[config.mk]
export PLATFORM = sky130hd
export DESIGN_NAME = siwl_cell
export DESIGN_NICKNAME = d
export VERILOG_FILES = /design/src/hw/rtl/siwl_pkg.sv /design/src/hw/rtl/siwl_cell.sv
export SDC_FILE = /design/constraint.sdc
export NUM_CORES = 1
export LEC_CHECK = 0
export BUFFER_PORTS_ARGS = -buffer_cell sky130_fd_sc_hd__buf_2
export CORE_MARGIN = 4
export CORE_UTILIZATION = 40
export DETAILED_ROUTE_END_ITERATION = 8
export PLACE_DENSITY_LB_ADDON = 0.12
export SETUP_SLACK_MARGIN = 0.4
export SYNTH_ARGS = -nofsm -noshare
export SYNTH_HDL_FRONTEND = slang
export SYNTH_SLANG_ARGS = --single-unit
[constraint.sdc]
create_clock -name clk -period 4.8 [get_ports clk]
set_clock_uncertainty 0.05 [all_clocks]
set_input_delay 0.96 -clock clk [delete_from_list [all_inputs] [get_ports clk]]
set_output_delay 0.96 -clock clk [all_outputs]
set_load 0.01 [all_outputs]
[src/hw/rtl/siwl_pkg.sv]
// Package with the shared types and constants of the sorted interval wait lookup.
package siwl_pkg;

	// Field widths.
	localparam int TIME_W = 31;
	localparam int WAIT_W = 32;

	// Action codes.
	localparam logic [1:0] ACT_CLEAR = 2'd0;
	localparam logic [1:0] ACT_LOAD  = 2'd1;
	localparam logic [1:0] ACT_QUERY = 2'd2;

	// Answer when no interval ends after the query time.
	localparam logic [WAIT_W-1:0] WAIT_NONE = '1;

	// Data one cell hands to the next one for an ordered insert.
	typedef struct packed {
		logic              greater;
		logic [TIME_W-1:0] ival_start;
		logic [TIME_W-1:0] ival_end;
	} link_t;

	// Query token that walks down the row, one cell per cycle.
	typedef struct packed {
		logic              found;
		logic [TIME_W-1:0] wait_val;
	} tok_t;

endpackage

[src/hw/rtl/siwl_cell.sv]
// One cell of the interval row: holds one interval, inserts in order and checks query tokens.
module siwl_cell (
	input  logic                         clk,
	input  logic                         arst_n,
	input  logic                         valid,
	input  logic                         at_tail,
	input  logic                         ins_en,
	input  logic [siwl_pkg::TIME_W-1:0] ins_start,
	input  logic [siwl_pkg::TIME_W-1:0] ins_end,
	input  logic [siwl_pkg::TIME_W-1:0] qtime,
	input  siwl_pkg::link_t              link_in,
	output siwl_pkg::link_t              link_out,
	input  siwl_pkg::tok_t               tok_in,
	output siwl_pkg::tok_t               tok_out
);
	import siwl_pkg::*;

	logic [TIME_W-1:0] start_q;
	logic [TIME_W-1:0] end_q;
	logic              greater;
	logic              take;
	logic              hit;
	tok_t              tok_q;
	tok_t              tok_d;

	// A stored start above the new one means this entry moves one place down.
	assign greater = valid && (start_q > ins_start);
	assign take    = ins_en && (greater || at_tail);

	assign link_out.greater    = greater;
	assign link_out.ival_start = start_q;
	assign link_out.ival_end   = end_q;

	// Take the neighbor's entry when it moves too, else the new interval.
	always_ff @(posedge clk) begin
		if (take) begin
			if (link_in.greater) begin
				start_q <= link_in.ival_start;
				end_q   <= link_in.ival_end;
			end else begin
				start_q <= ins_start;
				end_q   <= ins_end;
			end
		end
	end

	// The first valid entry whose end lies after the query time answers.
	assign hit = valid && (qtime < end_q);

	always_comb begin
		tok_d = tok_in;
		if (!tok_in.found && hit) begin
			tok_d.found = 1'b1;
			if (qtime >= start_q) begin
				tok_d.wait_val = '0;
			end else begin
				tok_d.wait_val = start_q - qtime;
			end
		end
	end

	// Token stage register toward the next cell.
	always_ff @(posedge clk or negedge arst_n) begin
		if (!arst_n) begin
			tok_q <= '0;
		end else begin
			tok_q <= tok_d;
		end
	end

	assign tok_out = tok_q;

endmodule

==> flow_summary.ini <==
[clock_network]
holdBufCountCts = 0
h-tree-depth = 3
cts_setup_buffers = 0
clock-sinks = 94
cts_max_path_buffers = 2
tritoncts = yes
clk_latency_ps = 360
root_buffer = clkbuf_16
post_cts_resized = 0
cts_buffers = 9
clk_pin_slew_ps = 70

[floorplan]
num_io_pins = 288
die-width_um = 139.7
start_util = 0.4128
coreArea_mm2 = 0.01682
die_h_um = 139.7
dieArea_mm2 = 0.01953
rows = 47

[grt]
grt_max_degree = 65
grt_busiest_layer = met2
grtUsageMet2 = 0.3408
grt_usage = 0.2129
grt_pass1_wl_mm = 32.55
grt_pass1_vias = 5932
grt_antenna_before_repair = 1
gr-total-overflow = 0
grt_use_met1 = 0.2958
met3_usage = 0.04528

[setup_path]
crit_chain = buf_2 -> inv_1 -> ha_1 -> a21o_1 -> a21o_1 -> a21oi_1 -> o21ai_0 -> a221oi_1 -> nor2_1 -> a2111oi_0 -> nor2_1 -> buf_2
cpPeakStageDelay_ps = 360
required_ps = 3790
cp_slowest_cell = a221oi_1
start_kind = input port
worstSetupPathType = in2out
arrival_ps = 3160
path_buf_inv = 3
r2r_slack_ps = 1270
r2r-end = tok_out[30]
worst_r2r_path_depth = 9
r2r_start = start_q[3]
endpoint_kind = output port
path_max_fanout = 2
worst_path_dominant_cell_family = compound AO/OA/AOI/OAI gates

[sta]
hold_viol_final = 0
tightest_slew_ps = 1186
slew_headroom = 0.2070
rsz0062_at_grt = no
clock.fmax_mhz = 239.8
fin_setup_tns_ps = 0
min_period_over_period = 0.8687
setup_violations = 0
finalMaxSlewViolations = 0
finalWorstPathRequiredPeriod_ps = 4170
layout_setup_ws_ps = 630.0

[detailed_routing]
routed_wl_mm = 21.23
avgViaCountPerCell = 5.051
detail-route-antenna-nets = 0
drc = 0
num_vias = 6107
dr.first_iter.drc_count = 455
firstDrtPassIters = 5
wl_per_cell_um = 17.56

[final_layout]
final_common_cell = buf_2
final_cells = 1209
syn2layout_area_growth_pct = 27.75
mostFrequentLayoutCells = buf_2 (287), inv_1 (100), ha_1 (92)
drive_gt1_frac = 0.3482
fin_nets = 1269
final_cell_area_mm2 = 0.008870

[run_status]
status = complete, no violations

[min_path]
hold_path_class = in2async

[pwr]
leakagePower_nw = 4.562
power.density_mw_per_mm2 = 267.2
irDropWorstVdd_uv = 177.8

[yosys]
synth-edff-count = 62
synth-seq-cells = 94
syn_area_per_cell_um2 = 9.793
synthArstFlopShare = 0.3404
seq_area_frac_synth = 0.3835
syn_inst = 709
synth_ff_type = edfxtp_1
syn_area_mm2 = 0.006943
ys_warn_count = 0
ys_types = 59
synthesis.nets = 995

[place]
place_inst = 1192
place.detailed.hpwl_mm = 17.70
gp_congestion = 0.8672
placed_cell_area_mm2 = 0.008576
port_buffers = 287
dp_slack_ps = 598.9

[run]
maxCapViolCount = 0
-- routing by layer --
layer,part of all wire,vias up
met5,0,-
met4,0.011,0
met3,0.073,18
met2,0.46,230
met1,0.46,2750
li1,-,3109
-- power breakdown --
group	switching, W	internal [W]
Combinational	0.000371	0.000307
Clock	0.000321	0.000402
Sequential	0.0000315	0.000938
Total	0.000723	0.00165
-- how the worst max path moves through the flow --
stage | start | end | slack, ps | depth (start not counted)
final | ins_start[16] | link_out[62] | 630 | 12
after detailed placement | qtime[24] | tok_out[30] | 600 | 11
after CTS | ins_start[16] | link_out[62] | 610 | 12
after global routing | ins_start[16] | link_out[62] | 400 | 12
after global placement | qtime[3] | tok_out[2] | 660 | 11
after floorplan | ins_start[16] | end_q[0] | 790 | 11
-- per-stage QoR --
| step | power (W) | utilization | hold slack [ps] |
|---|---|---|---|
| 3_5_place_dp | 0.001667 | 0.5099 | 865.7 |
| 2_1_floorplan | 0.001402 | - | 614.4 |
| 6_report | 0.002370 | 0.5274 | 580.8 |
| 3_3_place_gp | 0.001662 | 0.5099 | 862.4 |
| 4_1_cts | 0.002398 | 0.5272 | 611.3 |
| 5_1_grt | 0.002509 | 0.5274 | 653.0 |
-- registers in the layout (all words and copies together), names as in the netlist --
register	cells
tok_out	32
start_q	31
end_q	31
-- final cells by class --
class,count,area [um2]
diodes,1,2.502
clock buffers,10,229.0
clock inverters,6,62.56
fillers,1635,7949
inverters,100,375.4
multi-input cells,488,3804
flip-flops and latches,94,2663
well taps,220,275.3
repair buffers,290,1459
-- synth_stat cells (6+ instances only) --
library cell / count / area, um2
nor3_1: 8 / 40.04
clkbuf_1: 21 / 78.83
xor2_1: 9 / 78.83
a21o_1: 31 / 232.7
edfxtp_1: 62 / 1862
nor2_1: 17 / 63.81
nand2_1: 46 / 172.7
mux2_2: 32 / 360.4
dfrtp_1: 32 / 800.8
o21a_1: 6 / 45.04
a21oi_1: 43 / 215.2
o21ai_0: 52 / 260.3
nand2b_1: 13 / 81.33
inv_1: 100 / 375.4
nand4_1: 15 / 93.84
xnor2_1: 16 / 140.1
a22o_1: 28 / 245.2
nand3_1: 14 / 70.07
ha_1: 92 / 1151
-- cells by family after synthesis --
kind of cell    after synthesis  synth area share
compound gates              199            0.1939
xor+xnor                     25           0.03154
fa+ha+maj                    93            0.1687
buf+inv                     127           0.06992
flops                        94            0.3835
mux                          32           0.05190
simple gates                139            0.1006
Note: power is estimated with default switching activity, not from simulation.
